<file path="src/rtl/cpd_pkg.sv">
// cpd_pkg: shared types, widths, register indexes and fault codes for the
// complementary pwm generator; no dependencies
`timescale 1ns / 1ps

package cpd_pkg;

    // fixed field widths
    localparam int CLOCK_W     = 28;
    localparam int FREQ_W      = 27;
    localparam int LEVEL_W     = 8;
    localparam int FAULT_W     = 2;
    localparam int COUNT_OUT_W = 16;

    // configuration port
    localparam int CFG_DATA_W = 28;
    localparam int CFG_IDX_W  = 3;

    localparam logic [CFG_IDX_W-1:0] REG_CLOCK_HZ       = 3'd0;
    localparam logic [CFG_IDX_W-1:0] REG_PWM_FREQ_HZ    = 3'd1;
    localparam logic [CFG_IDX_W-1:0] REG_DUTY_LEVEL     = 3'd2;
    localparam logic [CFG_IDX_W-1:0] REG_DEADTIME_LEVEL = 3'd3;
    localparam logic [CFG_IDX_W-1:0] REG_DRIVE_ENABLE   = 3'd4;

    // register reset values
    localparam logic [CLOCK_W-1:0] CLOCK_HZ_RST    = 28'd42000000;
    localparam logic [FREQ_W-1:0]  PWM_FREQ_HZ_RST = 27'd20000;
    localparam logic [LEVEL_W-1:0] DUTY_RST        = 8'd0;
    localparam logic [LEVEL_W-1:0] DEADTIME_RST    = 8'd1;

    // full scale of duty and dead gap levels
    localparam int LEVEL_MAX = 255;

    // serial arithmetic datapath width: holds level * period
    localparam int DIV_W      = 36;
    localparam int DIV_CNT_W  = $clog2(DIV_W + 1);
    localparam int MUL_CNT_W  = $clog2(LEVEL_W + 1);

    // default counter width
    localparam int COUNTER_BITS_DEF = 16;

    // fault codes
    localparam logic [FAULT_W-1:0] FAULT_NONE = 2'd0;
    localparam logic [FAULT_W-1:0] FAULT_FREQ = 2'd1;
    localparam logic [FAULT_W-1:0] FAULT_SUM  = 2'd2;
    localparam logic [FAULT_W-1:0] FAULT_GAP  = 2'd3;

    typedef struct packed {
        logic [CLOCK_W-1:0] clock_hz;
        logic [FREQ_W-1:0]  pwm_freq_hz;
        logic [LEVEL_W-1:0] duty_level;
        logic [LEVEL_W-1:0] deadtime_level;
        logic               drive_enable;
    } cfg_t;

    typedef enum logic [3:0] {
        T_IDLE,
        T_DIV_Q,
        T_MUL_HI,
        T_DIV_HI,
        T_MUL_LO,
        T_DIV_LO,
        T_DIV_NF,
        T_DONE
    } timing_state_t;

    typedef enum logic {
        S_RUN,
        S_RESTART
    } top_state_t;

endpackage

</file>
<file path="src/rtl/cpd_div.sv">
// cpd_div: restoring divider, one quotient bit per cycle
// depends on cpd_pkg
`timescale 1ns / 1ps

module cpd_div
    import cpd_pkg::*;
(
    input  logic             clk,
    input  logic             rst_n,
    input  logic             start,
    input  logic [DIV_W-1:0] dividend,
    input  logic [DIV_W-1:0] divisor,
    output logic             done,
    output logic [DIV_W-1:0] quotient
);

    logic [DIV_W-1:0]     rem_reg, rem_next;
    logic [DIV_W-1:0]     quo_reg, quo_next;
    logic [DIV_W-1:0]     dsr_reg, dsr_next;
    logic [DIV_CNT_W-1:0] cnt_reg, cnt_next;
    logic                 done_reg, done_next;

    logic [DIV_W:0] rem_shift;
    logic [DIV_W:0] diff;
    logic           ge;

    always_comb
    begin
        rem_shift = {rem_reg, quo_reg[DIV_W-1]};
        diff      = rem_shift - {1'b0, dsr_reg};
        ge        = (rem_shift >= {1'b0, dsr_reg});

        rem_next  = rem_reg;
        quo_next  = quo_reg;
        dsr_next  = dsr_reg;
        cnt_next  = cnt_reg;
        done_next = 1'b0;

        if (start)
        begin
            rem_next = '0;
            quo_next = dividend;
            dsr_next = divisor;
            cnt_next = DIV_CNT_W'(DIV_W);
        end
        else if (cnt_reg != '0)
        begin
            rem_next  = ge ? diff[DIV_W-1:0] : rem_shift[DIV_W-1:0];
            quo_next  = {quo_reg[DIV_W-2:0], ge};
            cnt_next  = cnt_reg - DIV_CNT_W'(1);
            done_next = (cnt_reg == DIV_CNT_W'(1));
        end
    end

    always_ff @(posedge clk or negedge rst_n)
    begin
        if (!rst_n)
        begin
            cnt_reg  <= '0;
            done_reg <= 1'b0;
        end
        else
        begin
            cnt_reg  <= cnt_next;
            done_reg <= done_next;
        end
    end

    always_ff @(posedge clk)
    begin
        rem_reg <= rem_next;
        quo_reg <= quo_next;
        dsr_reg <= dsr_next;
    end

    assign done     = done_reg;
    assign quotient = quo_reg;

endmodule

</file>
<file path="src/rtl/cpd_mul.sv">
// cpd_mul: shift-add multiplier, one bit of the 8-bit level per cycle
// depends on cpd_pkg
`timescale 1ns / 1ps

module cpd_mul
    import cpd_pkg::*;
(
    input  logic               clk,
    input  logic               rst_n,
    input  logic               start,
    input  logic [LEVEL_W-1:0] level,
    input  logic [DIV_W-1:0]   operand,
    output logic               done,
    output logic [DIV_W-1:0]   product
);

    logic [DIV_W-1:0]     acc_reg, acc_next;
    logic [LEVEL_W-1:0]   mpl_reg, mpl_next;
    logic [DIV_W-1:0]     mcd_reg, mcd_next;
    logic [MUL_CNT_W-1:0] cnt_reg, cnt_next;
    logic                 done_reg, done_next;

    always_comb
    begin
        acc_next  = acc_reg;
        mpl_next  = mpl_reg;
        mcd_next  = mcd_reg;
        cnt_next  = cnt_reg;
        done_next = 1'b0;

        if (start)
        begin
            acc_next = '0;
            mpl_next = level;
            mcd_next = operand;
            cnt_next = MUL_CNT_W'(LEVEL_W);
        end
        else if (cnt_reg != '0)
        begin
            // msb first: double the partial sum, add the operand on a one
            acc_next  = {acc_reg[DIV_W-2:0], 1'b0} + (mpl_reg[LEVEL_W-1] ? mcd_reg : '0);
            mpl_next  = {mpl_reg[LEVEL_W-2:0], 1'b0};
            cnt_next  = cnt_reg - MUL_CNT_W'(1);
            done_next = (cnt_reg == MUL_CNT_W'(1));
        end
    end

    always_ff @(posedge clk or negedge rst_n)
    begin
        if (!rst_n)
        begin
            cnt_reg  <= '0;
            done_reg <= 1'b0;
        end
        else
        begin
            cnt_reg  <= cnt_next;
            done_reg <= done_next;
        end
    end

    always_ff @(posedge clk)
    begin
        acc_reg <= acc_next;
        mpl_reg <= mpl_next;
        mcd_reg <= mcd_next;
    end

    assign done    = done_reg;
    assign product = acc_reg;

endmodule

</file>
<file path="src/rtl/cpd_timing.sv">
// cpd_timing: restart sequencer; works out period, compares, next frequency
// and fault code with the serial divider and multiplier; depends on cpd_pkg
`timescale 1ns / 1ps

module cpd_timing
    import cpd_pkg::*;
#(
    parameter int COUNTER_BITS = COUNTER_BITS_DEF
)
(
    input  logic                    clk,
    input  logic                    rst_n,
    input  logic                    start,
    input  logic                    ack,
    input  cfg_t                    cfg,
    output logic                    done,
    output logic [FAULT_W-1:0]      fault,
    output logic [COUNTER_BITS-1:0] period,
    output logic [COUNTER_BITS-1:0] comp_hi,
    output logic [COUNTER_BITS-1:0] comp_lo,
    output logic [FREQ_W-1:0]       next_freq
);

    timing_state_t state_reg, state_next;

    logic [DIV_W-1:0]   p_reg, p_next;
    logic [DIV_W-1:0]   hi_reg, hi_next;
    logic [DIV_W-1:0]   lo_reg, lo_next;
    logic [FAULT_W-1:0] fault_reg, fault_next;
    logic [FREQ_W-1:0]  nf_reg, nf_next;

    logic               div_start, div_done;
    logic [DIV_W-1:0]   div_dividend, div_divisor, div_quo;
    logic               mul_start, mul_done;
    logic [LEVEL_W-1:0] mul_level;
    logic [DIV_W-1:0]   mul_operand, mul_prod;

    logic [DIV_W-1:0]   clock_w, freq2_w, per2_w;
    logic [DIV_W-1:0]   p_calc, hi_calc, lo_calc;
    logic [LEVEL_W:0]   lev_sum;
    logic               ok;

    cpd_div u_div (
        .clk      (clk),
        .rst_n    (rst_n),
        .start    (div_start),
        .dividend (div_dividend),
        .divisor  (div_divisor),
        .done     (div_done),
        .quotient (div_quo)
    );

    cpd_mul u_mul (
        .clk     (clk),
        .rst_n   (rst_n),
        .start   (mul_start),
        .level   (mul_level),
        .operand (mul_operand),
        .done    (mul_done),
        .product (mul_prod)
    );

    assign clock_w = DIV_W'(cfg.clock_hz);
    assign freq2_w = DIV_W'({cfg.pwm_freq_hz, 1'b0});
    assign per2_w  = {p_reg[DIV_W-2:0], 1'b0};
    assign p_calc  = div_quo - DIV_W'(1);
    assign hi_calc = div_quo + DIV_W'(1);
    assign lo_calc = hi_reg + div_quo;
    assign lev_sum = {1'b0, cfg.duty_level} + {1'b0, cfg.deadtime_level};

    always_comb
    begin
        state_next   = state_reg;
        p_next       = p_reg;
        hi_next      = hi_reg;
        lo_next      = lo_reg;
        fault_next   = fault_reg;
        nf_next      = nf_reg;
        div_start    = 1'b0;
        div_dividend = clock_w;
        div_divisor  = freq2_w;
        mul_start    = 1'b0;
        mul_level    = cfg.duty_level;
        mul_operand  = p_reg;
        done         = 1'b0;

        unique case (state_reg)
            T_IDLE:
            begin
                if (start)
                begin
                    fault_next = FAULT_NONE;
                    nf_next    = '0;
                    if (cfg.pwm_freq_hz == '0)
                    begin
                        fault_next = FAULT_FREQ;
                        state_next = T_DONE;
                    end
                    else
                    begin
                        // clock / (2 * freq)
                        div_start  = 1'b1;
                        state_next = T_DIV_Q;
                    end
                end
            end

            T_DIV_Q:
            begin
                if (div_done)
                begin
                    if (div_quo == '0 || (p_calc >> COUNTER_BITS) != '0)
                    begin
                        fault_next = FAULT_FREQ;
                        state_next = T_DONE;
                    end
                    else
                    begin
                        p_next      = p_calc;
                        mul_start   = 1'b1;
                        mul_operand = p_calc;
                        state_next  = T_MUL_HI;
                    end
                end
            end

            T_MUL_HI:
            begin
                if (mul_done)
                begin
                    div_start    = 1'b1;
                    div_dividend = mul_prod;
                    div_divisor  = DIV_W'(LEVEL_MAX);
                    state_next   = T_DIV_HI;
                end
            end

            T_DIV_HI:
            begin
                if (div_done)
                begin
                    hi_next    = hi_calc;
                    mul_start  = 1'b1;
                    mul_level  = cfg.deadtime_level;
                    state_next = T_MUL_LO;
                end
            end

            T_MUL_LO:
            begin
                if (mul_done)
                begin
                    div_start    = 1'b1;
                    div_dividend = mul_prod;
                    div_divisor  = DIV_W'(LEVEL_MAX);
                    state_next   = T_DIV_LO;
                end
            end

            T_DIV_LO:
            begin
                if (div_done)
                begin
                    state_next = T_DONE;
                    if ((hi_reg >> COUNTER_BITS) != '0 || (lo_calc >> COUNTER_BITS) != '0)
                    begin
                        fault_next = FAULT_FREQ;
                    end
                    else if (lev_sum > (LEVEL_W + 1)'(LEVEL_MAX))
                    begin
                        fault_next = FAULT_SUM;
                    end
                    else if (div_quo == '0)
                    begin
                        // low compare does not clear the high compare
                        fault_next = FAULT_GAP;
                    end
                    else
                    begin
                        lo_next = lo_calc;
                        if (p_reg != '0)
                        begin
                            // clock / (2 * period)
                            div_start   = 1'b1;
                            div_divisor = per2_w;
                            state_next  = T_DIV_NF;
                        end
                    end
                end
            end

            T_DIV_NF:
            begin
                if (div_done)
                begin
                    nf_next    = div_quo[FREQ_W-1:0];
                    state_next = T_DONE;
                end
            end

            T_DONE:
            begin
                done = 1'b1;
                if (ack)
                begin
                    state_next = T_IDLE;
                end
            end

            default:
            begin
                state_next = T_IDLE;
            end
        endcase
    end

    always_ff @(posedge clk or negedge rst_n)
    begin
        if (!rst_n)
        begin
            state_reg <= T_IDLE;
        end
        else
        begin
            state_reg <= state_next;
        end
    end

    always_ff @(posedge clk)
    begin
        p_reg     <= p_next;
        hi_reg    <= hi_next;
        lo_reg    <= lo_next;
        fault_reg <= fault_next;
        nf_reg    <= nf_next;
    end

    // a fault zeroes the whole timing set
    assign ok        = (fault_reg == FAULT_NONE);
    assign fault     = fault_reg;
    assign period    = ok ? p_reg[COUNTER_BITS-1:0]  : '0;
    assign comp_hi   = ok ? hi_reg[COUNTER_BITS-1:0] : '0;
    assign comp_lo   = ok ? lo_reg[COUNTER_BITS-1:0] : '0;
    assign next_freq = ok ? nf_reg : '0;

endmodule

</file>
<file path="src/rtl/complementary_pwm_deadtime.sv">
// complementary_pwm_deadtime: top level of the center-aligned half-bridge pwm
// with dead gap; depends on cpd_pkg, cpd_timing (cpd_div, cpd_mul)
`timescale 1ns / 1ps

// Each input item is one timer tick and yields one result item describing the
// counter and switch drives after that tick. A plain tick (restart = 0) goes
// straight into the output register, so ticks stream at one item per clock
// while the output side keeps up; a new tick can enter in the same cycle the
// previous result leaves, and while a result waits under out_stall, in_stall
// is high. A restart tick recomputes period, both compares and the next
// frequency from the configuration registers; this runs through a bit-serial
// restoring divider (36 steps per quotient, up to four quotients) and an
// 8-step shift-add multiplier (two products), so a restart item's result is
// loaded into the output register once that sequence ends or a fault cuts it
// short and the output register is free to take it; in_stall is high
// throughout. Configuration writes (clock, frequency, duty, dead gap) are
// used at the next restart; drive_enable acts on the next tick. Any fault
// forces the high side off and the low side on and parks the counter at zero.

module complementary_pwm_deadtime
    import cpd_pkg::*;
#(
    parameter int COUNTER_BITS = COUNTER_BITS_DEF
)
(
    input  logic                   clk,
    input  logic                   rst_n,

    // configuration write port
    input  logic                   cfg_write_en,
    input  logic [CFG_IDX_W-1:0]   cfg_index,
    input  logic [CFG_DATA_W-1:0]  cfg_data,

    // tick channel
    input  logic                   in_valid,
    output logic                   in_stall,
    input  logic                   restart,

    // result channel
    output logic                   out_valid,
    input  logic                   out_stall,
    output logic                   high_drive,
    output logic                   low_drive,
    output logic [COUNT_OUT_W-1:0] count_value,
    output logic                   counting_down,
    output logic [FAULT_W-1:0]     fault_code,
    output logic [FREQ_W-1:0]      next_frequency_hz
);

    localparam int CW_W = COUNTER_BITS + COUNT_OUT_W;

    // configuration registers
    cfg_t cfg_reg;

    // control
    top_state_t state_reg, state_next;

    // counter and active timing set
    logic [COUNTER_BITS-1:0] cnt_reg, cnt_next;
    logic                    dir_reg, dir_next;
    logic [COUNTER_BITS-1:0] per_reg, per_next;
    logic [COUNTER_BITS-1:0] chi_reg, chi_next;
    logic [COUNTER_BITS-1:0] clo_reg, clo_next;
    logic [FAULT_W-1:0]      fault_reg, fault_next;
    logic [FREQ_W-1:0]       nf_reg, nf_next;

    // output register
    logic                   ovalid_reg, ovalid_next;
    logic                   hd_reg, hd_next;
    logic                   ld_reg, ld_next;
    logic [COUNT_OUT_W-1:0] cv_reg, cv_next;
    logic                   cd_reg, cd_next;
    logic [FAULT_W-1:0]     fc_reg, fc_next;
    logic [FREQ_W-1:0]      nfo_reg, nfo_next;

    // timing unit
    logic                    t_start, t_ack, t_done;
    logic [FAULT_W-1:0]      t_fault;
    logic [COUNTER_BITS-1:0] t_period, t_hi, t_lo;
    logic [FREQ_W-1:0]       t_nf;

    logic                    accept, out_free, load, run;
    logic [COUNTER_BITS-1:0] cnt_adv;
    logic                    dir_adv;
    logic [CW_W-1:0]         count_wide;

    cpd_timing #(
        .COUNTER_BITS (COUNTER_BITS)
    ) u_timing (
        .clk       (clk),
        .rst_n     (rst_n),
        .start     (t_start),
        .ack       (t_ack),
        .cfg       (cfg_reg),
        .done      (t_done),
        .fault     (t_fault),
        .period    (t_period),
        .comp_hi   (t_hi),
        .comp_lo   (t_lo),
        .next_freq (t_nf)
    );

    // register writes; unknown indexes fall through
    always_ff @(posedge clk or negedge rst_n)
    begin
        if (!rst_n)
        begin
            cfg_reg.clock_hz       <= CLOCK_HZ_RST;
            cfg_reg.pwm_freq_hz    <= PWM_FREQ_HZ_RST;
            cfg_reg.duty_level     <= DUTY_RST;
            cfg_reg.deadtime_level <= DEADTIME_RST;
            cfg_reg.drive_enable   <= 1'b0;
        end
        else if (cfg_write_en)
        begin
            unique case (cfg_index)
                REG_CLOCK_HZ:       cfg_reg.clock_hz       <= cfg_data[CLOCK_W-1:0];
                REG_PWM_FREQ_HZ:    cfg_reg.pwm_freq_hz    <= cfg_data[FREQ_W-1:0];
                REG_DUTY_LEVEL:     cfg_reg.duty_level     <= cfg_data[LEVEL_W-1:0];
                REG_DEADTIME_LEVEL: cfg_reg.deadtime_level <= cfg_data[LEVEL_W-1:0];
                REG_DRIVE_ENABLE:   cfg_reg.drive_enable   <= cfg_data[0];
                default:            ;
            endcase
        end
    end

    // counter step for a plain tick
    always_comb
    begin
        cnt_adv = cnt_reg;
        dir_adv = dir_reg;
        if (per_reg == '0)
        begin
            // zero period parks the counter
            cnt_adv = '0;
            dir_adv = 1'b0;
        end
        else if (!dir_reg)
        begin
            if (cnt_reg >= per_reg)
            begin
                // past the top: turn around just below it
                dir_adv = 1'b1;
                cnt_adv = per_reg - COUNTER_BITS'(1);
            end
            else
            begin
                cnt_adv = cnt_reg + COUNTER_BITS'(1);
                dir_adv = (cnt_adv == per_reg);
            end
        end
        else
        begin
            if (cnt_reg == '0)
            begin
                dir_adv = 1'b0;
                cnt_adv = COUNTER_BITS'(1);
            end
            else
            begin
                cnt_adv = cnt_reg - COUNTER_BITS'(1);
                dir_adv = (cnt_adv != '0);
            end
        end
    end

    // handshake, sequencing and result assembly
    always_comb
    begin
        out_free = !ovalid_reg || !out_stall;
        in_stall = (state_reg == S_RESTART) || (ovalid_reg && out_stall);
        accept   = in_valid && !in_stall;

        state_next = state_reg;
        t_start    = 1'b0;
        t_ack      = 1'b0;
        load       = 1'b0;

        cnt_next   = cnt_reg;
        dir_next   = dir_reg;
        per_next   = per_reg;
        chi_next   = chi_reg;
        clo_next   = clo_reg;
        fault_next = fault_reg;
        nf_next    = nf_reg;

        unique case (state_reg)
            S_RUN:
            begin
                if (accept)
                begin
                    if (restart)
                    begin
                        t_start    = 1'b1;
                        state_next = S_RESTART;
                    end
                    else
                    begin
                        load     = 1'b1;
                        cnt_next = cnt_adv;
                        dir_next = dir_adv;
                    end
                end
            end

            S_RESTART:
            begin
                // new timing set is applied only once the result can leave
                if (t_done && out_free)
                begin
                    t_ack      = 1'b1;
                    load       = 1'b1;
                    cnt_next   = '0;
                    dir_next   = 1'b0;
                    per_next   = t_period;
                    chi_next   = t_hi;
                    clo_next   = t_lo;
                    fault_next = t_fault;
                    nf_next    = t_nf;
                    state_next = S_RUN;
                end
            end

            default:
            begin
                state_next = S_RUN;
            end
        endcase

        // drives follow the counter after this tick
        run        = cfg_reg.drive_enable && (fault_next == FAULT_NONE);
        count_wide = CW_W'(cnt_next);

        hd_next  = run && (cnt_next < chi_next);
        ld_next  = !run || (cnt_next >= clo_next);
        cv_next  = count_wide[COUNT_OUT_W-1:0];
        cd_next  = dir_next;
        fc_next  = fault_next;
        nfo_next = nf_next;

        if (load)
        begin
            ovalid_next = 1'b1;
        end
        else if (!out_stall)
        begin
            ovalid_next = 1'b0;
        end
        else
        begin
            ovalid_next = ovalid_reg;
        end
    end

    always_ff @(posedge clk or negedge rst_n)
    begin
        if (!rst_n)
        begin
            state_reg  <= S_RUN;
            ovalid_reg <= 1'b0;
            cnt_reg    <= '0;
            dir_reg    <= 1'b0;
            per_reg    <= '0;
            chi_reg    <= '0;
            clo_reg    <= '0;
            fault_reg  <= FAULT_FREQ;
            nf_reg     <= '0;
        end
        else
        begin
            state_reg  <= state_next;
            ovalid_reg <= ovalid_next;
            cnt_reg    <= cnt_next;
            dir_reg    <= dir_next;
            per_reg    <= per_next;
            chi_reg    <= chi_next;
            clo_reg    <= clo_next;
            fault_reg  <= fault_next;
            nf_reg     <= nf_next;
        end
    end

    // result payload, captured with the item
    always_ff @(posedge clk)
    begin
        if (load)
        begin
            hd_reg  <= hd_next;
            ld_reg  <= ld_next;
            cv_reg  <= cv_next;
            cd_reg  <= cd_next;
            fc_reg  <= fc_next;
            nfo_reg <= nfo_next;
        end
    end

    assign out_valid         = ovalid_reg;
    assign high_drive        = hd_reg;
    assign low_drive         = ld_reg;
    assign count_value       = cv_reg;
    assign counting_down     = cd_reg;
    assign fault_code        = fc_reg;
    assign next_frequency_hz = nfo_reg;

endmodule

</file>
<file path="config.mk">
export PLATFORM = sky130hd
export DESIGN_NAME = complementary_pwm_deadtime
export DESIGN_NICKNAME = d
export VERILOG_FILES = /design/src/rtl/cpd_pkg.sv /design/src/rtl/cpd_div.sv /design/src/rtl/cpd_mul.sv /design/src/rtl/cpd_timing.sv /design/src/rtl/complementary_pwm_deadtime.sv
export SDC_FILE = /design/constraint.sdc
export NUM_CORES = 1
export LEC_CHECK = 0
export BUFFER_PORTS_ARGS = -buffer_cell sky130_fd_sc_hd__buf_2
export CAP_MARGIN = 20
export CORE_AREA = 2 2 177 352
export CTS_CLUSTER_SIZE = 25
export DETAILED_ROUTE_END_ITERATION = 16
export DIE_AREA = 0 0 179 354
export GPL_ROUTABILITY_DRIVEN = 0
export PLACE_DENSITY = 0.66
export SKIP_CTS_REPAIR_TIMING = 1
export SYNTH_ARGS = -nofsm -noshare
export SYNTH_HDL_FRONTEND = slang
export SYNTH_SLANG_ARGS = --single-unit
</file>
<file path="constraint.sdc">
create_clock -name clk -period 12 [get_ports clk]
set_input_delay 1.2 -clock clk [delete_from_list [all_inputs] [get_ports clk]]
set_output_delay 1.2 -clock clk [all_outputs]
set_load 0.02 [all_outputs]
</file>
### Word level (Yosys, flattened, before mapping)

Cells that the tools add are included.

* register bits after elaboration: 537

* reductions and logical operators: 45
* eq/ne operators: 25
* multiplexer cells: 109
* $lt $le $gt $ge: 5
* bitwise logic cells: 4
* add/subtract/negate cells: 11

Operators with widths (number)
* 36-bit 2-to-1 mux: 14
* 16-bit 2-to-1 mux: 14
* 36-bit nonzero test: 4
* 27-bit 2-to-1 mux: 5
* 36-bit adder: 2
* 36-bit case mux with 2 select lines: 1
* 27-bit case mux with 2 select lines: 1
* 4-bit 2-to-1 mux: 13
* 37-bit by 36-bit greater-or-equal comparator with 1-bit output: 1
* 36-bit by 1-bit adder with 36-bit output (second input constant): 1
* 36-bit logical NOT: 1
* 36-bit by 1-bit subtractor with 36-bit output (second input constant): 1
* 36-bit subtractor: 1
* 1-bit 2-to-1 mux: 35
* 16-bit greater-or-equal comparator: 2
* 16-bit logical NOT: 2
* 8-bit 2-to-1 mux: 4
* 16-bit case mux with 2 select lines: 1
* 4-bit case mux with 8 select lines: 1
* 16-bit by 1-bit subtractor with 16-bit output (second input constant): 2
* 28-bit 2-to-1 mux: 1
* 27-bit logical NOT: 1
* 2-bit 2-to-1 mux: 9
* 16-bit by 1-bit adder with 16-bit output (second input constant): 1
* other kinds (39): 81

### Depth between registers and ports, before layout

Gate-level depths: netlist (run 1).

* word-level depth: 9
* gate-level depth with buffers: 26

### Cells and area by module

From an unflattened synthesis (run 1), not the netlist that was laid out.

* cell total of the unflattened synthesis: 3317
* area total of the unflattened synthesis: 32641.3 um^2

Modules (own cells, without submodules)
* complementary_pwm_deadtime: instances 1, area an instance 10802.9 um^2, cells an instance 878, seq. area each 5665.4 um^2
* cpd_timing: instances 1, area an instance 9960.8 um^2, cells an instance 1219, seq. area each 3228.1 um^2
* cpd_div: instances 1, area an instance 6861.6 um^2, cells an instance 688, seq. area each 3057.9 um^2
* cpd_mul: instances 1, area an instance 5016.1 um^2, cells an instance 532, seq. area each 2167.1 um^2

### Worst setup path after synthesis (run 1)

Ideal clock, no wire load.

* path kind: register -> register
* from: register cnt_reg[0]
* to: register ld_reg, in the netlist low_drive, data pin
* setup time: 271 ps
* period minus slack after synthesis: 4976 ps
* stages on the path, launching flop included: 27
* slack: 7024 ps
* arrival: 4705 ps
* data required time: 11729 ps
* path through: dfrtp_1 > clkbuf_1 > inv_1 > ha_1 > nand2b_1 > a21o_1 > a21oi_1 > o21ai_0 > o31ai_1 > a21oi_1 > o31ai_2 > clkbuf_1 > nor2_1 > a21oi_1 > o22ai_1 > a22o_1 > ha_1 > a21o_1 > a21o_1 > a21o_1 > a21o_1 > a21oi_1 > nor2b_1 > o211ai_1 > a21oi_1 > o21ai_0 > a31oi_1

* longest elaborated chain between the ends: 9
* elaborated cells on any way between the ends: 14

Ends and longest elaborated chain
* from (decl): RTL line complementary_pwm_deadtime.sv:59 `logic [COUNTER_BITS-1:0] cnt_reg, cnt_next;`
* from (signal assigned): RTL line complementary_pwm_deadtime.sv:273 `cnt_reg <= cnt_next;`
* 16-bit by 1-bit adder with 16-bit output, or another cell as far along: RTL line complementary_pwm_deadtime.sv:148 `cnt_adv = cnt_reg + COUNTER_BITS'(1);`
* 16-bit 2-to-1 mux, on equally long branches: RTL line complementary_pwm_deadtime.sv:140, complementary_pwm_deadtime.sv:154
* 16-bit 2-to-1 mux (*): RTL line complementary_pwm_deadtime.sv:138 `else if (!dir_reg)`
* 16-bit 2-to-1 mux (*): RTL line complementary_pwm_deadtime.sv:132 `if (per_reg == '0)`
* 16-bit 2-to-1 mux (*): RTL line complementary_pwm_deadtime.sv:192 `if (restart)`
* 16-bit 2-to-1 mux (*): RTL line complementary_pwm_deadtime.sv:190 `if (accept)`
* 16-bit case mux with 2 select lines (*): RTL line complementary_pwm_deadtime.sv:187 `unique case (state_reg)`
* net cnt_next[1]: RTL line complementary_pwm_deadtime.sv:59
* 16-bit greater-or-equal comparator (*): RTL line complementary_pwm_deadtime.sv:235 `ld_next = !run || (cnt_next >= clo_next);`
* 1-bit logical OR (*): RTL line complementary_pwm_deadtime.sv:235
* net ld_next: RTL line complementary_pwm_deadtime.sv:70 `logic ld_reg, ld_next;`
* to (signal assigned): RTL line complementary_pwm_deadtime.sv:289 `ld_reg <= ld_next;`
* to (decl): RTL line complementary_pwm_deadtime.sv:70

The timed path passes the listed nets; every way through them passes the cells marked *.
A chain may end at the register's enable or synchronous reset.

### Worst setup path in the final report (run 1)

* from: register u_timing.u_div.quo_reg[0], in the netlist u_timing.u_div.quotient[0]
* to: register u_timing.u_div.quo_reg[8], in the netlist u_timing.u_div.quotient[8], data pin

* longest elaborated chain between the ends: 7
* elaborated cells on any way between the ends: 10

Ends and longest elaborated chain
* from (decl): RTL line cpd_div.sv:18 `logic [DIV_W-1:0] quo_reg, quo_next;`
* from (signal assigned): RTL line cpd_div.sv:72 `quo_reg <= quo_next;`
* 36-bit adder / 36-bit logical NOT (equally long branches): RTL line cpd_timing.sv:68, cpd_timing.sv:173
* 36-bit nonzero test / 1-bit 2-to-1 mux (equally long branches): RTL line cpd_timing.sv:165, cpd_timing.sv:173
* 1-bit logical OR / 1-bit 2-to-1 mux (equally long branches): RTL line cpd_timing.sv:165, cpd_timing.sv:169
* 1-bit 2-to-1 mux (*): RTL line cpd_timing.sv:165 `if ((hi_reg >> COUNTER_BITS) != '0 || (lo_calc >> COUNTER_BITS) != '0)`
* 1-bit 2-to-1 mux (*): RTL line cpd_timing.sv:162 `if (div_done)`
* 1-bit case mux with 3 select lines (*): RTL line cpd_timing.sv:87 `unique case (state_reg)`
* 36-bit 2-to-1 mux (*): RTL line cpd_div.sv:39 `if (start)`
* net u_timing.u_div.quo_next[8]: RTL line cpd_div.sv:18

Marks and branches as above.

==> results of run 1 <==
worst max-delay path by stage:
stage,start,endpoint,slack [ns]
2_1_floorplan,cnt_reg[0],low_drive,7.02
3_3_place_gp,u_timing.u_div.quotient[8],u_timing.u_div.quotient[11],6.19
3_5_place_dp,u_timing.u_div.quotient[0],u_timing.u_div.quotient[9],6.08
4_1_cts,u_timing.u_div.quotient[0],u_timing.u_div.quotient[9],6.08
5_1_grt,u_timing.u_div.quotient[8],u_timing.u_div.quotient[9],5.63
6_report,u_timing.u_div.quotient[0],u_timing.u_div.quotient[8],5.93
cell usage in the layout (no fill, tap or decap), drive strengths merged, types with 21 or more instances in the layout:
cell    count
nand3     103
nor2b      22
a211oi     46
nand2b     21
dfrtp     167
a31oi      24
dfxtp     108
a21o       52
and2      101
mux2      100
a21oi     177
edfxtp    245
o211ai     26
clkbuf     60
nand4      33
nand2     445
nor3       42
o21ai     134
nor2      185
o21a       55
nor4       50
xnor2     120
xor2       61
mux2i      26
ha        171
inv       141
buf       124
a22o       28
and3       37
power by group:
group | switching, mW | leakage (nW) | internal [mW]
clock | 0.731 | 0.736 | 0.833
combinational | 1.92 | 7.64 | 1.34
sequential | 0.409 | 5.46 | 2.47
total | 3.06 | 13.8 | 4.65
logic make-up after synthesis:
group / count (synthesis) / share of synthesized area (%)
xor+xnor: 181 / 5.280
compound gates: 660 / 14.36
mux: 126 / 4.617
buf+inv: 292 / 3.980
flops: 536 / 47.02
fa+ha+maj: 175 / 7.393
simple gates: 1095 / 17.35
layer usage:
metal  GRT usage [%]  vias to the layer above
met1           28.82                    11210
met2           48.75                      768
li1                -                    10990
met4           20.60                        0
met3           2.749                      285
met5               0                        -
cell type report:
type | instances | area, um^2
fillers | 5402 | 27940
multi-input cells | 2237 | 14770
flip-flops and latches | 536 | 14120
clock buffers | 59 | 1314
well taps | 780 | 975.9
repair buffers | 126 | 797.0
inverters | 139 | 521.8
clock inverters | 29 | 259.0
diodes | 1 | 2.502
metrics by stage:
step                setup WS, ns  power (mW)  utilization, %  area (um^2)  instances
floorplan                  7.024       5.259               -        30020       3065
global placement           6.192       6.011           51.22        31090       3813
detailed placement         6.075       6.127           51.26        31110       3814
CTS                        6.084       7.705           53.85        32690       3902
global route               5.630       8.220           53.97        32760       3906
finish                     5.927       7.709           53.98        32760       3907
worst max-delay path: cells and delay by family, from the launching register on:
family                     cells  cell delay (ns)
muxes                          1             0.39
AOI/OAI and AO/OA              5             1.77
and+or+nand+nor                5             1.54
buffers and inverters          2             0.90
adders and majority gates      2             0.64
DFF                            1             0.46
==> impl_metrics.json, run 1 <==
{
  "row_count": 128,
  "route.met2.wl_mm": 43.77,
  "drtAntennaViolNets": 0,
  "viasPerCell": 5.951,
  "crit_chain": "ha_1 -> inv_1 -> fa_1 -> nand2b_1 -> a21oi_1 -> o311a_1 -> o211ai_1 -> and3_1 -> o21ai_0 -> nand4_1 -> a211oi_1 -> nand4_4 -> nand2_4 -> buf_4 -> mux2_1",
  "grt_max_degree": 121,
  "synth_fp_nets": 3277,
  "min-delay-start": "nf_reg[17]",
  "cts_buffers": 48,
  "vias": 23250,
  "hpwl_mm": 64.17,
  "core_um2": 60700,
  "drt-met1-wl_mm": 30.35,
  "crit_path_end_kind": "flop",
  "drt-initial-drc-count": 1690,
  "top_layer_used": "met4",
  "grt_pass1_wl_mm": 132.6,
  "fp.dieH_um": 354,
  "max-slew-margin-rel_pct": 27.90,
  "async_reset_ff_share_pct": 34.14,
  "synth_warnings": 0,
  "netlist_top_cells_count": "444 x nand2_1, 245 x edfxtp_1, 185 x nor2_1, 175 x a21oi_1, 171 x ha_1",
  "pin_count": 87,
  "r2r-end": "u_timing.u_div.quotient[8]",
  "crit_required_ns": 12.33,
  "cts_root_buffer": "clkbuf_16",
  "hold_end": "nf_reg[17]",
  "first_global_vias": 23730,
  "route.met3.wl_mm": 3.435,
  "critPathSlowestCell": "buf_4",
  "period_minus_slack_ns": 6.073,
  "yosysSeqAreaShare_pct": 47.02,
  "power_density_nw_per_um2": 235.3,
  "tns_ns": 0,
  "grt_use_total_pct": 27.21,
  "clk_latency_ns": 0.59,
  "synth.distinct_cells": 91,
  "p_leak_nw": 13.84,
  "initial_core_util_pct": 49.46,
  "slew_viol_final": 0,
  "clock_skew_ns": 0.02102,
  "rsz0062_at_grt": "false",
  "synth_top_area_share_pct": 24.50,
  "path_clk_slew_ns": 0.07,
  "first_pass_iters": 5,
  "status": "finished clean",
  "ys_seq_elements": 536,
  "syn_avg_cell_area_um2": 9.796,
  "syn_area_um2": 30020,
  "final_layout_size_suffix_gt1_share_pct": 10.81,
  "synth_area_leaders": "edfxtp_1 25%, dfrtp_1 14%, dfxtp_1 7.2%",
  "tightest_slew_ns": 1.081,
  "synth_flop_cell": "edfxtp_1",
  "max_freq_mhz": 164.7,
  "r2r-start": "u_timing.u_div.quotient[0]",
  "worstSetupPathType": "flop to flop",
  "maxCapViolations": 0,
  "fin_crit_sh_pct": 50.61,
  "synthCells": 3065,
  "arrival_ns": 6.40,
  "clock_sinks": 536,
  "hold_path_class": "flop to flop",
  "overflow": 0,
  "whs_ns": 0.4633,
  "die_area_um2": 63370,
  "routedWlPerCell_um": 21.82,
  "htreeDepth": 2,
  "ff2ff_path_depth": 15,
  "hold_viol_final": 0,
  "synthToLayoutAreaGrowth_pct": 9.122,
  "holdPathStages": 2,
  "largest_reg_flops": 72,
  "nets": 3300,
  "ff2ff_setup_slack_ns": 5.93,
  "ir_drop_v": 0.0001510,
  "synth_area_leader_cell": "edfxtp_1",
  "route.detailed.drc": 0,
  "portBuffers": 86,
  "startpoint_type": "flop",
  "critical_path.max_stage_delay_ns": 0.83,
  "cts_tree": "yes",
  "yosysMostFrequentCell": "nand2_1",
  "die_w_um": 179,
  "routed_wl_mm": 85.24,
  "worstPathMaxFanout": 78,
  "clock_path_buffers": 3,
  "antenna_found_initial": 0,
  "synth-edff-count": 245,
  "setup_viol": 0
}
Power figures use the tool's default switching activity.
==> run 2, diff against run 1 <==
PLACE_DENSITY = 0.68   (was 0.66)
clock period = 4.9 ns   (was 12 ns; I/O delays follow)
==> impl_metrics.json, run 2 (synthesis results as in run 1) <==
{
  "maxCapViolations": 0,
  "p_comb_share_pct": 43.4,
  "die_w_um": 179,
  "diodes": 0,
  "cts_root_buffer": "clkbuf_16",
  "hold_viol_final": 0,
  "fin_crit_sh_pct": 97.47,
  "rsz0062_at_grt": "true",
  "hpwl_mm": 66.88,
  "r2r-end": "low_drive",
  "cp.buffers_inverters": 1,
  "mostFrequentLayoutCells": "442 x nand2_1, 245 x edfxtp_1, 181 x nor2_1",
  "cts_buffers": 49,
  "tightest_slew_ns": 1.019,
  "setup_viol": 0,
  "clk_latency_ns": 0.61,
  "drt-initial-drc-count": 1888,
  "path_clk_slew_ns": 0.07,
  "viasPerCell": 6.053,
  "portBuffers": 86,
  "initial_core_util_pct": 49.46,
  "clock_skew_ns": 0.02903,
  "period_minus_slack_ns": 4.776,
  "clock_sinks": 536,
  "worstPathMaxFanout": 6,
  "min-delay-start": "cfg_data[20]",
  "arrival_ns": 5.12,
  "core_um2": 60700,
  "hold_path_class": "input pin to flop",
  "p_seq_share_pct": 35.2,
  "nets": 3359,
  "vias": 24020,
  "fp.dieH_um": 354,
  "routed_wl_mm": 88.45,
  "post_dp_cell_area_um2": 31650,
  "clock_path_buffers": 3,
  "first_pass_iters": 6,
  "setup_ws_ns": 0.1241,
  "routedWlPerCell_um": 22.29,
  "r2r-start": "cnt_reg[0]",
  "switchingPower_mw": 7.655,
  "startpoint_type": "flop",
  "path_delay_family": "compound AO/OA/AOI/OAI gates",
  "hold_end": "cfg_reg[37]",
  "antenna_found_initial": 1,
  "max-slew-margin-rel_pct": 32.09,
  "htreeDepth": 2,
  "route.detailed.drc": 0,
  "final_layout_size_suffix_gt1_share_pct": 12.61,
  "grt_pass1_wl_mm": 136.9,
  "crit_top_cell": "a21o_1",
  "cts_tree": "yes",
  "die_area_um2": 63370,
  "grt_use_total_pct": 28.04,
  "worstSetupPathType": "flop to flop",
  "holdPathStages": 2,
  "largest_reg_flops": 72,
  "place_ws_ns": 0.1979,
  "crit_path_end_kind": "flop",
  "synthToLayoutAreaGrowth_pct": 11.47,
  "pin_count": 87,
  "drtAntennaViolNets": 0,
  "ff2ff_path_depth": 23,
  "status": "finished clean",
  "ff2ff_setup_slack_ns": 0.12,
  "switching_share_pct": 39.23,
  "grt_max_degree": 83,
  "crit_required_ns": 5.24,
  "power_density_nw_per_um2": 583.0,
  "final_area_um2": 33470,
  "utilization_pct": 55.14,
  "critPathSlowestCell": "dfrtp_1",
  "slew_viol_final": 0,
  "p_leak_nw": 14.25,
  "intPower_mw": 11.86,
  "layout_commonest_cell": "nand2_1",
  "max_freq_mhz": 209.4,
  "critical_path.max_stage_delay_ns": 0.35,
  "ir_drop_v": 0.0003805,
  "first_global_vias": 24570,
  "clkPwrFrac_pct": 21.4,
  "row_count": 128,
  "crit_chain": "inv_1 -> ha_1 -> nand2b_1 -> a21o_1 -> a21oi_1 -> o21ai_1 -> o31ai_2 -> a21oi_2 -> o31ai_4 -> mux2i_1 -> a32oi_1 -> ha_1 -> nand2b_1 -> a21o_1 -> a21o_1 -> a21o_1 -> a21o_1 -> a21oi_1 -> nor2b_1 -> o211ai_1 -> a21oi_1 -> o21ai_0 -> a31oi_1",
  "overflow": 0
}
==> run 2: how the worst max path moves through the flow <==
stage,end,slack (ns),start,depth (start not counted)
floorplan,low_drive,0.06,cnt_reg[0],26
global placement,low_drive,0.21,cnt_reg[0],23
detailed placement,u_timing.u_div.quotient[2],0.20,u_timing.u_div.quotient[0],16
CTS,low_drive,0.12,cnt_reg[0],23
global route,low_drive,-0.05,cnt_reg[0],24
finish,low_drive,0.12,cnt_reg[0],23
==> run 2: area by class of cell <==
cell class                      instances  area [um^2]
Sequential cell                       536        14120
Inverter                              139        521.8
Multi-Input combinational cell       2237        14800
Tap cell                              780        975.9
Fill cell                            5258        27230
Clock buffer                           57         1299
Clock inverter                         35        432.9
Timing Repair Buffer                  184         1321
==> run 2: power groups by stage <==
| stage | Sequential, mW | Clock, mW | Combinational (mW) |
|---|---|---|---|
| 6_report | 6.88 | 4.17 | 8.46 |
| 5_1_grt | 6.98 | 4.40 | 9.32 |
| 4_1_cts | 6.86 | 4.24 | 8.34 |
| 3_5_place_dp | 6.94 | 0 | 8.28 |
| 3_3_place_gp | 6.90 | 0 | 8.02 |
| 2_1_floorplan | 6.81 | 0 | 6.07 |
==> run 2: per-layer routing <==
metal  GRT usage, %  up-vias  wire length [um]
li1               -    11120                 -
met1          29.30    11640             31090
met2          50.02      909             45430
met3          3.555      352              4054
met4          21.50        0              7871
met5              0        -                 0
==> run 2: worst reg2reg max path, stage by stage (launching register included) <==
cell and delay (ns):
dfrtp_1 0.35, inv_1 0.06, ha_1 0.30, nand2b_1 0.15
a21o_1 0.18, a21oi_1 0.17, o21ai_1 0.13, o31ai_2 0.27
a21oi_2 0.11, o31ai_4 0.34, mux2i_1 0.27, a32oi_1 0.16
ha_1 0.32, nand2b_1 0.14, a21o_1 0.18, a21o_1 0.16
a21o_1 0.18, a21o_1 0.18, a21oi_1 0.22, nor2b_1 0.08
o211ai_1 0.19, a21oi_1 0.09, o21ai_0 0.16, a31oi_1 0.11
==> run 2: stage by stage <==
stage,instances,hold slack [ns],total power [mW],TNS (ns)
2_1_floorplan,3065,0.1944,12.88,0
3_3_place_gp,3872,0.4456,14.93,0
3_5_place_dp,3872,0.4511,15.21,0
4_1_cts,3964,-0.08318,19.44,0
5_1_grt,3968,0.1361,20.71,-0.05130
6_report,3968,0.1417,19.51,0
